--- src/rtl/assert_macros.svh ---
// Assertion macros used by the sequencer back end.
`ifndef ASSERT_MACROS_SVH
`define ASSERT_MACROS_SVH

// Same-cycle implication, off during reset.
`define ASSERT_IMP(name, clk, rst, ante, cons) \
  name: assert property (@(posedge clk) disable iff (rst) (ante) |-> (cons)) \
    else $error("assertion failed");

// Next-cycle implication, off during reset.
`define ASSERT_NXT(name, clk, rst, ante, cons) \
  name: assert property (@(posedge clk) disable iff (rst) (ante) |=> (cons)) \
    else $error("assertion failed");

`endif

--- src/rtl/i2cms_pkg.sv ---
// Types, codes and constants of the I2C master line sequencer.
package i2cms_pkg;

  // Command codes as carried in func; zero is a tick.
  typedef enum logic [2:0] {
    CMD_IDLE  = 3'd0,
    CMD_START = 3'd1,
    CMD_STOP  = 3'd2,
    CMD_WRITE = 3'd3,
    CMD_READ  = 3'd4,
    CMD_RACK  = 3'd5,
    CMD_SACK  = 3'd6
  } cmd_t;

  localparam logic [2:0] FUNC_TICK = 3'd0;

  // Class of an item as sorted by the front end.
  typedef enum logic [1:0] {
    CLS_NONE,
    CLS_TICK,
    CLS_CMD
  } cls_t;

  localparam int CFG_WIDTH = 16;
  localparam logic [CFG_WIDTH-1:0] HOLD_RESET = 16'd10;
  localparam logic [1:0] REG_HOLD_TICKS = 2'd0;
  localparam int QUEUE_DEPTH = 2;

  typedef struct packed {
    logic [2:0] func;
    logic [7:0] data_byte;
    logic       ack_to_send;
    logic       sda_in;
  } in_word_t;

  typedef struct packed {
    logic       scl_out;
    logic       sda_out;
    logic       busy_res;
    logic       done_res;
    logic [7:0] rx_byte;
    logic       ack_seen;
  } out_word_t;

  // Classified word passed from the front end to the back end.
  typedef struct packed {
    cls_t       cls;
    cmd_t       cmd;
    logic [7:0] data_byte;
    logic       ack_to_send;
    logic       sda_in;
  } op_word_t;

  // Number of pin-change steps of each command.
  function automatic logic [4:0] step_total(cmd_t cmd);
    logic [4:0] total;
    unique case (cmd)
      CMD_START: total = 5'd4;
      CMD_STOP:  total = 5'd3;
      CMD_WRITE: total = 5'd24;
      CMD_READ:  total = 5'd17;
      CMD_RACK:  total = 5'd3;
      CMD_SACK:  total = 5'd3;
      default:   total = 5'd0;
    endcase
    return total;
  endfunction

endpackage

--- src/rtl/i2cms_queue.sv ---
// Two-entry word queue in flip-flops with push/full and pop/empty sides.
module i2cms_queue #(
  parameter type word_t = logic
) (
  input  logic  clk,
  input  logic  rst,
  input  logic  push,
  output logic  full,
  input  word_t wdata,
  input  logic  pop,
  output logic  empty,
  output word_t rdata
);
  import i2cms_pkg::*;

  localparam int PtrW = (QUEUE_DEPTH > 1) ? $clog2(QUEUE_DEPTH) : 1;
  localparam int CntW = $clog2(QUEUE_DEPTH + 1);

  word_t            store [QUEUE_DEPTH];
  logic [PtrW-1:0]  wr_ptr;
  logic [PtrW-1:0]  rd_ptr;
  logic [CntW-1:0]  count;
  logic             push_ok;
  logic             pop_ok;

  assign full    = (count == CntW'(QUEUE_DEPTH));
  assign empty   = (count == '0);
  assign push_ok = push && !full;
  assign pop_ok  = pop && !empty;
  assign rdata   = store[rd_ptr];

  // Advance pointers and count
  always_ff @(posedge clk) begin
    if (rst) begin
      wr_ptr <= '0;
      rd_ptr <= '0;
      count  <= '0;
    end else begin
      if (push_ok) begin
        wr_ptr <= (wr_ptr == PtrW'(QUEUE_DEPTH - 1)) ? '0 : wr_ptr + 1'b1;
      end
      if (pop_ok) begin
        rd_ptr <= (rd_ptr == PtrW'(QUEUE_DEPTH - 1)) ? '0 : rd_ptr + 1'b1;
      end
      if (push_ok && !pop_ok) begin
        count <= count + 1'b1;
      end else if (pop_ok && !push_ok) begin
        count <= count - 1'b1;
      end
    end
  end

  // Store the pushed word
  always_ff @(posedge clk) begin
    if (push_ok) begin
      store[wr_ptr] <= wdata;
    end
  end

endmodule

--- src/rtl/i2cms_front.sv ---
// Front end: accepts input words, sorts them into tick, command or none, and queues them.
module i2cms_front (
  input  logic                clk,
  input  logic                rst,
  input  logic                push,
  output logic                full,
  input  i2cms_pkg::in_word_t item,
  output i2cms_pkg::op_word_t op,
  output logic                op_empty,
  input  logic                op_pop
);
  import i2cms_pkg::*;

  op_word_t op_in;

  // Classify the function code
  always_comb begin
    op_in.data_byte   = item.data_byte;
    op_in.ack_to_send = item.ack_to_send;
    op_in.sda_in      = item.sda_in;
    op_in.cmd         = CMD_IDLE;
    unique case (item.func) inside
      FUNC_TICK: begin
        op_in.cls = CLS_TICK;
      end
      CMD_START, CMD_STOP, CMD_WRITE, CMD_READ, CMD_RACK, CMD_SACK: begin
        op_in.cls = CLS_CMD;
        op_in.cmd = cmd_t'(item.func);
      end
      default: begin
        op_in.cls = CLS_NONE;
      end
    endcase
  end

  // Hold classified words until the back end takes them
  i2cms_queue #(
    .word_t(op_word_t)
  ) u_op_queue (
    .clk  (clk),
    .rst  (rst),
    .push (push),
    .full (full),
    .wdata(op_in),
    .pop  (op_pop),
    .empty(op_empty),
    .rdata(op)
  );

endmodule

--- src/rtl/i2cms_back.sv ---
// Back end: runs the line step sequence of each command and queues one result per word.
`include "assert_macros.svh"

module i2cms_back #(
  parameter int HOLD_WIDTH = 16
) (
  input  logic                                clk,
  input  logic                                rst,
  input  logic [i2cms_pkg::CFG_WIDTH-1:0]     hold_ticks,
  input  i2cms_pkg::op_word_t                 op,
  input  logic                                op_empty,
  output logic                                op_pop,
  output i2cms_pkg::out_word_t                res,
  output logic                                res_empty,
  input  logic                                res_pop
);
  import i2cms_pkg::*;

  localparam int LoadBits = (HOLD_WIDTH < CFG_WIDTH) ? HOLD_WIDTH : CFG_WIDTH;

  logic                  scl_level, scl_level_next;
  logic                  sda_level, sda_level_next;
  cmd_t                  active_cmd, active_cmd_next;
  logic [4:0]            step_idx, step_idx_next;
  logic [1:0]            phase, phase_next;
  logic [2:0]            bit_idx, bit_idx_next;
  logic [HOLD_WIDTH-1:0] hold_cnt, hold_cnt_next;
  logic [7:0]            shift_byte, shift_byte_next;
  logic [7:0]            rx_byte_q, rx_byte_q_next;
  logic                  ack_bit, ack_bit_next;

  logic                  take;
  logic                  done;
  logic                  res_full;
  logic [HOLD_WIDTH-1:0] hold_cut;
  logic [HOLD_WIDTH-1:0] hold_load;
  logic [HOLD_WIDTH-1:0] cnt_dec;
  logic [4:0]            step_inc;
  out_word_t             res_in;

  // Cut the hold setting to the counter width; zero acts as one
  assign hold_cut  = HOLD_WIDTH'(hold_ticks[LoadBits-1:0]);
  assign hold_load = (hold_cut == '0) ? HOLD_WIDTH'(1) : hold_cut;

  assign take   = !op_empty && !res_full;
  assign op_pop = take;

  // Sequencer next state
  always_comb begin
    scl_level_next  = scl_level;
    sda_level_next  = sda_level;
    active_cmd_next = active_cmd;
    step_idx_next   = step_idx;
    phase_next      = phase;
    bit_idx_next    = bit_idx;
    hold_cnt_next   = hold_cnt;
    shift_byte_next = shift_byte;
    rx_byte_q_next  = rx_byte_q;
    ack_bit_next    = ack_bit;
    done            = 1'b0;
    cnt_dec         = (hold_cnt != '0) ? hold_cnt - 1'b1 : hold_cnt;
    step_inc        = step_idx + 5'd1;

    if (take) begin
      if (active_cmd == CMD_IDLE) begin
        // Start a command: load operands and apply its first step
        if (op.cls == CLS_CMD) begin
          active_cmd_next = op.cmd;
          step_idx_next   = '0;
          phase_next      = '0;
          bit_idx_next    = '0;
          hold_cnt_next   = hold_load;
          unique case (op.cmd)
            CMD_START: begin
              sda_level_next = 1'b1;
            end
            CMD_STOP: begin
              sda_level_next = 1'b0;
            end
            CMD_WRITE: begin
              shift_byte_next = op.data_byte;
              sda_level_next  = op.data_byte[7];
            end
            CMD_READ: begin
              shift_byte_next = '0;
              sda_level_next  = 1'b1;
            end
            CMD_RACK: begin
              sda_level_next = 1'b1;
            end
            CMD_SACK: begin
              shift_byte_next = {7'd0, op.ack_to_send};
              sda_level_next  = op.ack_to_send;
            end
            default: begin
              active_cmd_next = CMD_IDLE;
            end
          endcase
        end
      end else if (op.cls == CLS_TICK) begin
        hold_cnt_next = cnt_dec;
        if (cnt_dec == '0) begin
          // Sample SDA at the end of an SCL-high hold
          if (active_cmd == CMD_READ && step_idx[0]) begin
            shift_byte_next = {shift_byte[6:0], op.sda_in};
          end
          if (active_cmd == CMD_RACK && step_idx == 5'd1) begin
            ack_bit_next = op.sda_in;
          end
          // Advance the step and its bit/phase position
          step_idx_next = step_inc;
          if (phase == 2'd2) begin
            phase_next   = '0;
            bit_idx_next = bit_idx + 3'd1;
          end else begin
            phase_next = phase + 2'd1;
          end
          if (step_inc >= step_total(active_cmd)) begin
            if (active_cmd == CMD_READ) begin
              rx_byte_q_next = shift_byte_next;
            end
            active_cmd_next = CMD_IDLE;
            step_idx_next   = '0;
            done            = 1'b1;
          end else begin
            hold_cnt_next = hold_load;
            // Apply the pin change of the new step
            unique case (active_cmd)
              CMD_START: begin
                if (step_inc == 5'd1) begin
                  scl_level_next = 1'b1;
                end else if (step_inc == 5'd2) begin
                  sda_level_next = 1'b0;
                end else begin
                  scl_level_next = 1'b0;
                end
              end
              CMD_STOP: begin
                if (step_inc == 5'd1) begin
                  scl_level_next = 1'b1;
                end else begin
                  sda_level_next = 1'b1;
                end
              end
              CMD_WRITE: begin
                if (phase_next == 2'd0) begin
                  sda_level_next = shift_byte[3'd7 - bit_idx_next];
                end else if (phase_next == 2'd1) begin
                  scl_level_next = 1'b1;
                end else begin
                  scl_level_next = 1'b0;
                end
              end
              CMD_READ: begin
                scl_level_next = step_inc[0];
              end
              CMD_RACK, CMD_SACK: begin
                scl_level_next = (step_inc == 5'd1);
              end
              default: begin
                scl_level_next = scl_level;
              end
            endcase
          end
        end
      end
    end
  end

  // Build the result word from the updated state
  always_comb begin
    res_in.scl_out  = scl_level_next;
    res_in.sda_out  = sda_level_next;
    res_in.busy_res = (active_cmd_next != CMD_IDLE);
    res_in.done_res = done;
    res_in.rx_byte  = rx_byte_q_next;
    res_in.ack_seen = ack_bit_next;
  end

  // Sequencer state registers
  always_ff @(posedge clk) begin
    if (rst) begin
      scl_level  <= 1'b1;
      sda_level  <= 1'b1;
      active_cmd <= CMD_IDLE;
      step_idx   <= '0;
      phase      <= '0;
      bit_idx    <= '0;
      hold_cnt   <= '0;
      shift_byte <= '0;
      rx_byte_q  <= '0;
      ack_bit    <= 1'b0;
    end else begin
      scl_level  <= scl_level_next;
      sda_level  <= sda_level_next;
      active_cmd <= active_cmd_next;
      step_idx   <= step_idx_next;
      phase      <= phase_next;
      bit_idx    <= bit_idx_next;
      hold_cnt   <= hold_cnt_next;
      shift_byte <= shift_byte_next;
      rx_byte_q  <= rx_byte_q_next;
      ack_bit    <= ack_bit_next;
    end
  end

  // Hold results until the consumer pops them
  i2cms_queue #(
    .word_t(out_word_t)
  ) u_res_queue (
    .clk  (clk),
    .rst  (rst),
    .push (take),
    .full (res_full),
    .wdata(res_in),
    .pop  (res_pop),
    .empty(res_empty),
    .rdata(res)
  );

  `ASSERT_IMP(a_active_hold, clk, rst, active_cmd != CMD_IDLE, |hold_cnt)
  `ASSERT_IMP(a_step_range, clk, rst, active_cmd != CMD_IDLE, step_idx < step_total(active_cmd))
  `ASSERT_IMP(a_write_pos, clk, rst, active_cmd == CMD_WRITE, step_idx == 5'(3 * bit_idx + phase))
  `ASSERT_NXT(a_done_idle, clk, rst, take && done, active_cmd == CMD_IDLE)

endmodule

--- src/rtl/i2c_master_line_sequencer.sv ---
// I2C master line sequencer: takes one command or tick word per cycle unless
// the input queue is full, and returns one result word per input word with
// the SCL/SDA drive levels and status. Words pass through a two-entry input
// queue, a combinational sequencer step and a two-entry result queue, so a
// new word is accepted every cycle while results are popped; a word is
// registered in the input queue and its result in the result queue before
// the result is on the result ports. Each pin change is held for hold_ticks
// tick words (zero counts as one); hold_ticks is written over the APB port at
// address 0.
module i2c_master_line_sequencer #(
  parameter int HOLD_WIDTH = 16
) (
  input  logic                 clk,
  input  logic                 rst,
  // input word queue side
  input  logic                 push,
  output logic                 full,
  input  i2cms_pkg::in_word_t  item,
  // result word queue side
  output logic                 empty,
  input  logic                 pop,
  output i2cms_pkg::out_word_t result,
  // configuration port
  input  logic                 psel,
  input  logic                 penable,
  input  logic                 pwrite,
  input  logic [1:0]           paddr,
  input  logic [31:0]          pwdata,
  output logic [31:0]          prdata,
  output logic                 pready
);
  import i2cms_pkg::*;

  logic [CFG_WIDTH-1:0] hold_ticks;
  logic                 cfg_write;
  op_word_t             op;
  logic                 op_empty;
  logic                 op_pop;

  assign pready    = 1'b1;
  assign cfg_write = psel && penable && pwrite && pready;

  // Write the hold register
  always_ff @(posedge clk) begin
    if (rst) begin
      hold_ticks <= HOLD_RESET;
    end else if (cfg_write && paddr == REG_HOLD_TICKS) begin
      hold_ticks <= pwdata[CFG_WIDTH-1:0];
    end
  end

  // Read back the hold register
  assign prdata = (paddr == REG_HOLD_TICKS) ? 32'(hold_ticks) : '0;

  i2cms_front u_front (
    .clk     (clk),
    .rst     (rst),
    .push    (push),
    .full    (full),
    .item    (item),
    .op      (op),
    .op_empty(op_empty),
    .op_pop  (op_pop)
  );

  i2cms_back #(
    .HOLD_WIDTH(HOLD_WIDTH)
  ) u_back (
    .clk       (clk),
    .rst       (rst),
    .hold_ticks(hold_ticks),
    .op        (op),
    .op_empty  (op_empty),
    .op_pop    (op_pop),
    .res       (result),
    .res_empty (empty),
    .res_pop   (pop)
  );

endmodule
--- config.mk ---
export PLATFORM = sky130hd
export DESIGN_NAME = i2c_master_line_sequencer
export DESIGN_NICKNAME = d
export VERILOG_FILES = /design/src/rtl/i2cms_pkg.sv /design/src/rtl/i2cms_queue.sv /design/src/rtl/i2cms_front.sv /design/src/rtl/i2cms_back.sv /design/src/rtl/i2c_master_line_sequencer.sv
export VERILOG_INCLUDE_DIRS = /design/src /design/src/rtl
export SDC_FILE = /design/constraint.sdc
export NUM_CORES = 1
export LEC_CHECK = 0
export ABC_AREA = 1
export BUFFER_PORTS_ARGS = -buffer_cell sky130_fd_sc_hd__buf_2
export CELL_PAD_IN_SITES_DETAIL_PLACEMENT = 0
export CELL_PAD_IN_SITES_GLOBAL_PLACEMENT = 1
export CORE_MARGIN = 5
export CORE_UTILIZATION = 46
export DETAILED_ROUTE_END_ITERATION = 6
export PLACE_DENSITY_LB_ADDON = 0.25
export SLEW_MARGIN = 25
export SYNTH_ARGS = -nofsm -noshare
export SYNTH_HDL_FRONTEND = slang
export SYNTH_SLANG_ARGS = --single-unit
--- constraint.sdc ---
create_clock -name clk -period 6.7 [get_ports clk]
set_clock_uncertainty 0.1 [all_clocks]
set_input_delay 1.005 -clock clk [delete_from_list [all_inputs] [get_ports clk]]
set_output_delay 1.005 -clock clk [all_outputs]
set_load 0.02 [all_outputs]
# After elaboration in Yosys (flattened, before gate mapping)
# Memories as Yosys holds them, arrays and structs flattened. A register that Yosys moved wholly into a read port is not among the register bits.
# Cells that the tools add are included.
[totals]
reg_bits = 72
latch_bits = 0
mem_bits_rw = 56
romBits = 0
elab_cells = 215
n_memories = 2
[memory_table]
columns = ["name", "words", "word_bits", "rd", "rd_clocked_by_memory_dff", "wr", "line_no", "rtl"]
rows = [
  ["u_front.u_op_queue.store", 2, 15, 1, 1, 1, "i2cms_queue.sv:19", "word_t store [QUEUE_DEPTH];"],
  ["u_back.u_res_queue.store", 2, 13, 1, 1, 1, "i2cms_queue.sv:19", ""],
]
[op_classes]
addsub = 13
n_mul = 0
div_mod_pow = 0
n_lt_le_gt_ge = 2
n_eq_ne = 29
n_shift = 0
mux = 108
n_bitwise = 0
reduce_logical = 44
[ops]
columns = ["operator", "count"]
rows = [
  ["$mux 16", 8],
  ["$mux 8", 11],
  ["$mux 3", 17],
  ["$mux 5", 9],
  ["$mux 1", 43],
  ["$logic_not 16->1", 2],
  ["$eq 3x3->1 const B", 9],
  ["$mux 2", 13],
  ["$pmux 8 s3", 1],
  ["$pmux 5 s4", 1],
  ["$eq 3x2->1 const B", 6],
  ["$reduce_bool 16->1", 1],
  ["$sub 16x1->16 const B", 1],
  ["$logic_and 1x1->1", 14],
  ["$reduce_or 6->1", 2],
  ["$eq 5x1->1 const B", 2],
  ["$eq 3x1->1 const B", 3],
  ["$eq 2x2->1 const B", 4],
  ["$logic_not 1->1", 8],
  ["$logic_not 2->1", 4],
  ["$reduce_bool 2->1", 4],
  ["$add 2x1->2 const B", 3],
  ["$logic_not 3->1", 2],
  ["$reduce_or 3->1", 2],
  ["other kinds (21)", 26],
]

# Longest topological paths before layout
# Gate-level depths: netlist of the first run.
[logic_depth]
ltp_word = 17
ltp_mapped = 19

# Hierarchy
# A second synthesis of the first run with hierarchy kept.
[unflattened]
cells_unflattened = 985
hier_area_um2 = 7407.1
[by_module_without_submodules]
columns = ["module", "n_inst", "cells_per_inst", "area_each_um2", "seq_area_each_um2"]
rows = [
  ["i2cms_back", 1, 656, 3798.6, 960.9],
  ["i2cms_queue at u_front.u_op_queue", 1, 84, 1382.6, 1001.0],
  ["i2cms_queue at u_back.u_res_queue", 1, 77, 1184.9, 880.8],
  ["i2c_master_line_sequencer", 1, 159, 997.2, 320.3],
  ["i2cms_front", 1, 9, 43.8, 0.0],
]

# Worst setup path before layout of the first run
# OpenSTA, ideal clock, no wires.
[synth_timing]
kind = "reg2reg"
from = "register u_back.active_cmd[0]"
to = "memory u_back.u_res_queue.store[0][10] in the netlist's numbering, data pin"
t_arrival_ns = 2.460
required_time_ns = 6.326
path_slack_ns = 3.867
stages_incl_launch_ff = 16
synth_period_minus_slack_ns = 2.833
cell_sequence = "dfxtp_1 -> nor2_1 -> inv_2 -> nor2_1 -> inv_1 -> nand2_1 -> inv_1 -> ha_1 -> nand2_1 -> or3_1 -> nand3_1 -> inv_1 -> nor3_1 -> nand3_1 -> a22oi_1 -> nand3_1"
[synth_rtl]
columns = ["item", "line_no", "rtl"]
rows = [
  ["start, declared", "i2cms_back.sv:23", "cmd_t active_cmd, active_cmd_next;"],
  ["start signal, assigned", "i2cms_back.sv:196", "active_cmd <= active_cmd_next;"],
  ["end, declared", "i2cms_queue.sv:19", ""],
]

==> run summary, run 1 <==
The number of cells traversed by the worst register-to-register path is 12, and the number of fill cells in the layout is 1509. The tools report the via count of the first global-routing pass as 5499. Summed over all nets, the half-perimeter wirelength after detailed placement is 11800 um. The logs give 0 for the DRC violation count after routing and 4 for the deepest level of the CTS H-tree.

Number of top-level design ports: 102. The final-report setup violation count came out at 0. After detailed routing, the average wire length per cell comes to 13.9 um.

Setup repair after global routing left no endpoint under its margin. Ranked by total cell area, the synthesized netlist is headed by sky130_fd_sc_hd__edfxtp_1 (24%), sky130_fd_sc_hd__dfxtp_1 (21%), sky130_fd_sc_hd__nand2_1 (9.2%), sky130_fd_sc_hd__inv_1 (6.9%), sky130_fd_sc_hd__o21ai_0 (5.7%). Traced cell by cell, the critical path runs through mux2i_1 -> nor2_1 -> nand2_1 -> nor2_4 -> inv_1 -> nand2_1 -> buf_4 -> nand2_2 -> nor2_4 -> inv_2 -> nor2_1 -> nor2_1.

Counting flops and latches in the post-synthesis netlist gives 130. Post-CTS timing repair inserted 0 buffers for setup. The min-delay analysis places its worst path in the category register to register. The logs give 18000 sq um for the die area and 0.836 for the placer congestion estimate.

The tools report the distinct cell type count after synthesis as 43. The worst max-slew margin expressed relative to the limit is 0.421. The horizontal extent of the die works out to 134 um.

In this run, CTS created clock tree buffers numbering 17. The final wirelength was 16500 um; the actual slew at the worst max-slew pin was 0.867 ns. The tools report the combined global-route utilization of all metal layers as 0.190.

Overflow left after global routing: 0. The height of the die is 134 um, and the post-synthesis to final-layout area growth is 14.3%. The largest fanout on the critical path works out to 32. The finished layout holds 1186 standard cells, fillers aside. For the finished layout, the period the worst path requires is 3.32 ns.

The final standard cell utilization of the core was 0.535. At the worst endpoint, the required time is 6.91 ns. The detailed router finished its first iteration with 312 violations. The share of final-layout standard cells stronger than drive strength 1 came out at 0.174.

The final period utilization was 0.496. Setup slack on the critical path of the routed design comes to 3.38 ns. Each instance of the synthesized netlist takes up on average 7.73 sq um. The largest single stage delay on the critical path is 0.89 ns. The number of gates given a new drive strength after cts was 0; the number of iterations in the first detailed-routing pass was 7. Number of failing hold endpoints at the final stage: 0.

TritonCTS built the clock tree. For the maximum number of buffers from clock root to sink, the log shows 2. For the antenna violation net count after detailed routing, the log shows 0.

For the core area, the log shows 15200 sq um. In the detailed route, the total length drawn on met2 is 6830 um. Before CTS, the worst setup slack after placement is 3.41 ns. The post-synthesis sequential area ratio was 0.445. CTS placed an instance of sky130_fd_sc_hd__clkbuf_16 at the clock tree root.

Synthesis handed over a netlist of 919 instances. In the final routing, the length of wire on met1 measures 8850 um. Dividing total power by cell area gives a power density of 521 nW/um^2. Across all hold checks on the routed design, the worst slack comes to 0.355 ns. The detailed router placed 5852 vias in this run. The flow ran to the end, and the final reports show no timing, DRC or antenna violations.

The run gives 0 as the number of antenna repair diodes. The tools report the wire length on met3 as 643 um. The setup path with the least slack is of type register to register. The worst setup path is captured at a register. The cell that appears most often on the critical path is sky130_fd_sc_hd__nor2_1. The run gives 130 as the clock net sink count. The number of slew-limit violations in the final report was 0; the final total negative setup slack was 0 ns. Buffers inserted to repair hold after CTS numbered 0. Routed signal wires occupy layers up through met4. In this run the tool buffered the top-level ports with 68 buffer cells. Using the TritonRoute via totals, the vias-per-cell ratio works out to 4.93. The tools report the critical path startpoint category as a register. The maximum clock frequency was 301 MHz.

The share of Yosys cell area claimed by the top area cell type was 0.237; the maximum vdd ir drop was 242 uV. The run gives 3.77 nW as the leakage dissipation. The number of cells on the worst hold path came out at 1.

After floorplanning, the core was divided into 45 placement rows. With fillers left out, the area of the finished cells amounts to 8130 sq um. The logs give 27700 um for the wire length of the first global-routing pass and 0 for the number of antenna violations at the first check in global routing. Once placement finished, the instance area stood at 7530 sq um. The data arrival time of the critical path was 3.53 ns.

The number of placed instances, taps included, is 1153. The Yosys step of the flow raised 0 warnings. The clock reaches the later pin of the worst-skew pair after 0.42 ns. The number of maximum-capacitance violations is 0. Dominant cell type by area after synthesis: sky130_fd_sc_hd__edfxtp_1.

Entering global routing, the biggest net connects 33 pins. Initial standard-cell utilization of the core: 0.467. The slowest cell on the critical path is sky130_fd_sc_hd__dfxtp_1. For this run, the post-layout net count is 1051. Clock transition at the registers of the reported paths: 0.06 ns. For the post-route total power, the log shows 4.23 mW. In this run the cell area of the synthesized design comes to 7110 sq um.
[state kept, by name, indices dropped and copies added, names as in the netlist, named ones only]
signal / cells
u_front.u_op_queue.rd_ptr: 1
u_back.shift_byte: 8
u_back.phase: 2
u_front.u_op_queue.count: 2
u_back.u_res_queue.store: 26
u_back.u_res_queue.rd_ptr: 1
u_back.scl_level: 1
u_back.sda_level: 1
u_front.u_op_queue.store: 30
u_back.step_idx: 5
u_back.ack_bit: 1
u_back.u_res_queue.wr_ptr: 1
u_back.u_res_queue.count: 2
u_back.bit_idx: 3
u_back.hold_cnt: 16
u_back.active_cmd: 3
hold_ticks: 16
u_front.u_op_queue.wr_ptr: 1
u_back.rx_byte_q: 8
[cell usage in the layout (no fill, tap or decap), types with 10 or more instances in the layout]
master | Yosys | routed
sky130_fd_sc_hd__nand2_1 | 174 | 174
sky130_fd_sc_hd__edfxtp_1 | 56 | 56
sky130_fd_sc_hd__dfxtp_1 | 74 | 74
sky130_fd_sc_hd__a21oi_1 | 67 | 67
sky130_fd_sc_hd__nor3_1 | 10 | 10
sky130_fd_sc_hd__nand3_1 | 45 | 45
sky130_fd_sc_hd__inv_1 | 131 | 131
sky130_fd_sc_hd__conb_1 | 2 | 17
sky130_fd_sc_hd__clkbuf_16 | 0 | 18
sky130_fd_sc_hd__buf_2 | 4 | 68
sky130_fd_sc_hd__o21ai_0 | 81 | 81
sky130_fd_sc_hd__ha_1 | 12 | 12
sky130_fd_sc_hd__mux2_2 | 15 | 15
sky130_fd_sc_hd__nor2_1 | 105 | 105
sky130_fd_sc_hd__nand2_2 | 15 | 15
[cell usage after synthesis, drive strengths merged]
cell,instances
o22ai,3
mux2,15
or3,1
dfxtp,74
nand2,192
nand3b,7
nor3,10
or2,7
a211o,1
xor2,5
mux2i,4
nor2,117
nor4,1
nand4,10
a21oi,67
a31o,1
o211ai,4
ha,12
o21ai,92
and2,1
xnor2,2
a22oi,2
conb,2
inv,135
edfxtp,56
o21a,1
nand3,46
o2111ai,7
clkbuf,18
buf,26
[path summary, 6_finish.rpt]
check | startpoint | end | slack, ns
worst max-delay path | register | u_back.shift_byte[2] | 3.38
worst max register to register | register | u_back.shift_byte[2] | 3.38
worst min-delay path | u_front.u_op_queue.rd_ptr | u_front.u_op_queue.rd_ptr | 0.36
worst min register to register | u_front.u_op_queue.rd_ptr | u_front.u_op_queue.rd_ptr | 0.36
[worst max-delay path: cells and delay by family (launching register included)]
| family | cells | cell delay [ns] |
|---|---|---|
| buffers and inverters | 3 | 0.55 |
| multiplexers | 1 | 0.31 |
| AND/OR/NAND/NOR | 8 | 1.37 |
| flip-flops | 1 | 0.89 |
[final cells by class]
class | instances | area (sq um) | share of cell area
timing repair buffer | 76 | 408 | 0.0502
inverter | 135 | 509 | 0.0627
sequential | 130 | 3160 | 0.389
tap | 188 | 235 | 0.0289
clock buffer | 19 | 454 | 0.0559
multi-input combinational | 625 | 3230 | 0.398
clock inverter | 13 | 126 | 0.0156
[cells by family (layout without fill, tap and decap cells)]
| kind of cell | after synthesis | count (layout) | share of synthesized area |
|---|---|---|---|
| xor+xnor | 7 | 7 | 0.00863 |
| compound gates | 178 | 178 | 0.137 |
| flops | 130 | 130 | 0.445 |
| fa+ha+maj | 12 | 12 | 0.0211 |
| other cells | 2 | 17 | 0.00106 |
| mux | 19 | 19 | 0.0294 |
| buf+inv | 179 | 243 | 0.108 |
| simple gates | 392 | 392 | 0.249 |
[layer usage]
layer / GRT usage / vias to the layer above
met1: 0.286 / 2608
met4: 0.0424 / 0
met5: 0 / -
met3: 0.0368 / 16
li1: - / 3113
met2: 0.284 / 115
[power by group]
group / switching [mW] / total [mW] / internal (mW) / leakage (nW)
Clock: 0.362 / 0.901 / 0.539 / 0.283
Sequential: 0.133 / 1.15 / 1.02 / 1.12
Combinational: 1.49 / 2.18 / 0.694 / 2.37
Total: 1.98 / 4.23 / 2.25 / 3.77
Note: power is estimated with default switching activity, not from simulation.
==> inputs of run 2 (changes only) <==
--- a/config.mk
+++ b/config.mk
@@ -11,7 +11,7 @@
 export CELL_PAD_IN_SITES_DETAIL_PLACEMENT = 0
 export CELL_PAD_IN_SITES_GLOBAL_PLACEMENT = 1
 export CORE_MARGIN = 5
-export CORE_UTILIZATION = 46
+export CORE_UTILIZATION = 42
 export DETAILED_ROUTE_END_ITERATION = 6
 export PLACE_DENSITY_LB_ADDON = 0.25
 export SLEW_MARGIN = 25
==> constraint.sdc (replaced) <==
create_clock -name clk -period 3.43 [get_ports clk]
set_clock_uncertainty 0.1 [all_clocks]
set_input_delay 0.5145 -clock clk [delete_from_list [all_inputs] [get_ports clk]]
set_output_delay 0.5145 -clock clk [all_outputs]
set_load 0.02 [all_outputs]
==> run summary, run 2 (synthesis results as in run 1) <==
During placement, the flow inserted port buffers numbering 68. In this run, post-CTS hold repair placed 0 buffers. Summed over all layers, the global routing overflow is 0.

The share of final-layout standard cells stronger than drive strength 1 is 0.179, and the leakage dissipation is 3.78 nW. The startpoint of the worst register-to-register path is u_back.active_cmd[2]. The detail route stage leaves a number of antenna-violating nets equal to 0. The register bank with the most flops is u_front.u_op_queue.store.

Clock latency on the worst-skew pair, taken at its later pin, is 0.42 ns. The tools report the number of iterations in the first detailed-routing pass as 5. The maximum number of buffers from clock root to sink came out at 2. For the worst max-slew margin expressed relative to the limit, the log shows 0.543.

The number of cells on the worst hold path is 1, and the post-synthesis to final-layout area growth is 15.2%. The clock transition at the registers of the reported paths works out to 0.06 ns. Counting both buffers and inverters, the worst setup path holds a total of 4. The actual slew at the worst max-slew pin was 0.685 ns; the net count of the finished layout was 1056. The footprint of the multi-input gates came out at 3230 sq um. The register with the most flip-flops in the layout has 30 of them.

TritonCTS built the clock tree. The via count normalized by instance count is 4.83, and the placer congestion estimate is 0.826. The region available for standard cell placement spans 16600 sq um. The start point of the worst hold path is item[2].

The average wire length per cell after detail routing is 13.8 um, and the time the worst path needs with I/O delays and setup is 3.08 ns. For the final standard cell utilization of the core, the log shows 0.494. Most frequent standard cell in the layout excluding fill and tap cells: sky130_fd_sc_hd__nand2_1.

For this run, the slowest stage of the critical path takes 0.46 ns. The die area is 19600 sq um, and the endpoint required time on the critical path is 3.48 ns. For this run, the top clock speed supported by timing is 325 MHz. Entering global routing, the biggest net connects 39 pins. The worst setup path is captured at a register. The largest fanout on the critical path works out to 7.

The critical path startpoint category is a register. The number of antenna violations at the first check in global routing was 0. Setup violations remaining at the end of the flow were counted as 0. The signal on the critical path passes through inv_1 -> nor2_2 -> inv_1 -> nand2_1 -> inv_1 -> ha_1 -> nand2_1 -> or3_1 -> nand3_1 -> inv_2 -> nor3_1 -> nand3_1 -> a21oi_1 -> nand3_1.

Measured in cells, the most critical reg-to-reg path has a length of 14. The tools report the deepest level of the CTS H-tree as 4. After filler insertion, the fill cell instance count of the layout stands at 1679. The largest delay contributor family on the critical path was simple AND/OR/NAND/NOR gates. In this run the power density over the cells is 1010 nW/um^2. The data arrival time of the critical path was 3.13 ns; the clock net sink count was 130. After legalization and detailed placement, the total HPWL measured 12300 um. The first global-routing pass estimated 28100 um of wire.

The tools report the number of failing hold endpoints at the final stage as 0. After detailed placement, the total cell area comes to 7630 sq um. The initial standard-cell utilization of the core was 0.429; the via count of the first global-routing pass was 5592. In the final layout, the registers with the most flip-flops are u_front.u_op_queue.store (30), u_back.u_res_queue.store (26). The number of antenna diodes in the final layout is 0. The tools report the worst-case hold path end point as u_front.u_op_queue.store[0][2]. For the number of violations reported at the end of detailed-routing iteration 0, the log shows 403.

The detailed router placed 5911 vias in this run. For this design, the slowest cell found on the critical path is sky130_fd_sc_hd__dfxtp_1. Summed over all layers, the routed wires come to 16900 um.

For the number of top-level design ports, the log shows 102. The floorplan step set the die width to 140 um. Setup repair after global routing left no endpoint under its margin.

In the final layout, flip-flops and latches occupy 3160 sq um. Across the VDD grid, the largest voltage drop is 440 uV. The run gives 0 as the number of slew-limit violations in the final report. The root buffer selected by CTS is sky130_fd_sc_hd__clkbuf_16. The combined global-route utilization of all metal layers came out at 0.176. Measured along the y axis, the die boundary spans 140 um.

The library cells used most frequently in the layout, excluding fill and tap cells, are sky130_fd_sc_hd__nand2_1 (174), sky130_fd_sc_hd__inv_1 (130), sky130_fd_sc_hd__nor2_1 (104), sky130_fd_sc_hd__o21ai_0 (81), sky130_fd_sc_hd__dfxtp_1 (74). Class of the worst hold path: input port to register. The post-route cell area is 8190 sq um. The tools report the slack of the worst reg-to-reg path as 0.35 ns. Setup total negative slack on the finished layout was measured at 0 ns. The number of cell rows came out at 47. Reg-to-reg critical path endpoint: u_back.u_res_queue.store[1][10]. The setup path with the least slack is of type register to register.

The critical path crosses 14 cells after its start point. The final period utilization came out at 0.898. Counting the buffers created by CTS gives 17. The run finished with clean final reports. The run gives 0 as the number of maximum-capacitance violations. For this run, design rule violations remaining after detail routing come to 0.
==> run 2: cell types whose count changed in the layout (fill, tap and decap cells not counted), sizes merged <==
cell,change
clkbuf,-1
inv,+1
buf,+5
==> run 2: worst max-delay path by stage <==
| stage | start | end | slack [ns] |
|---|---|---|---|
| floorplan | u_back.active_cmd[0] | u_back.u_res_queue.store[0][10] | 0.60 |
| global placement | u_back.active_cmd[2] | u_back.u_res_queue.store[0][10] | 0.30 |
| detailed placement | u_back.active_cmd[2] | u_back.u_res_queue.store[1][10] | 0.23 |
| CTS | u_back.active_cmd[2] | u_back.u_res_queue.store[0][10] | 0.21 |
| global route | u_back.active_cmd[2] | u_back.u_res_queue.store[0][10] | 0.08 |
| finish | u_back.active_cmd[2] | u_back.u_res_queue.store[1][10] | 0.35 |
==> run 2: area by class of cell <==
class,instances,area share
multi-input cells,625,0.395
flip-flops and latches,130,0.386
inverters,135,0.0622
repair buffers,81,0.0550
clock buffers,18,0.0524
well taps,220,0.0336
clock inverters,14,0.0156
==> run 2: timing repair <==
action                     4_1_cts  5_1_grt
setup buffers                    0        0
resized for setup                0        2
setup endpoints to repair        0        4
==> run 2: power breakdown <==
part / switching, mW / internal [mW] / total (mW)
clock: 0.713 / 1.00 / 1.72
combinational: 2.96 / 1.40 / 4.35
sequential: 0.232 / 1.99 / 2.22
total: 3.90 / 4.39 / 8.29
==> run 2: routing by layer <==
layer / vias up / track usage / wire length [um]
met5: - / 0 / 0
met4: 0 / 0.0535 / 210
met3: 18 / 0.0378 / 778
met2: 128 / 0.252 / 7060
met1: 2646 / 0.264 / 8860
li1: 3119 / - / -
==> run 2: stage by stage <==
stage               setup slack [ns]  power, mW  instances  hold WS [ns]
finish                         0.351       8.29       1223         0.178
global route                  0.0770       9.08       1223         0.162
CTS                            0.206       8.35       1223         0.159
detailed placement             0.227       6.60       1191         0.338
global placement               0.302       6.61       1191         0.333
floorplan                      0.597       5.61        934         0.326
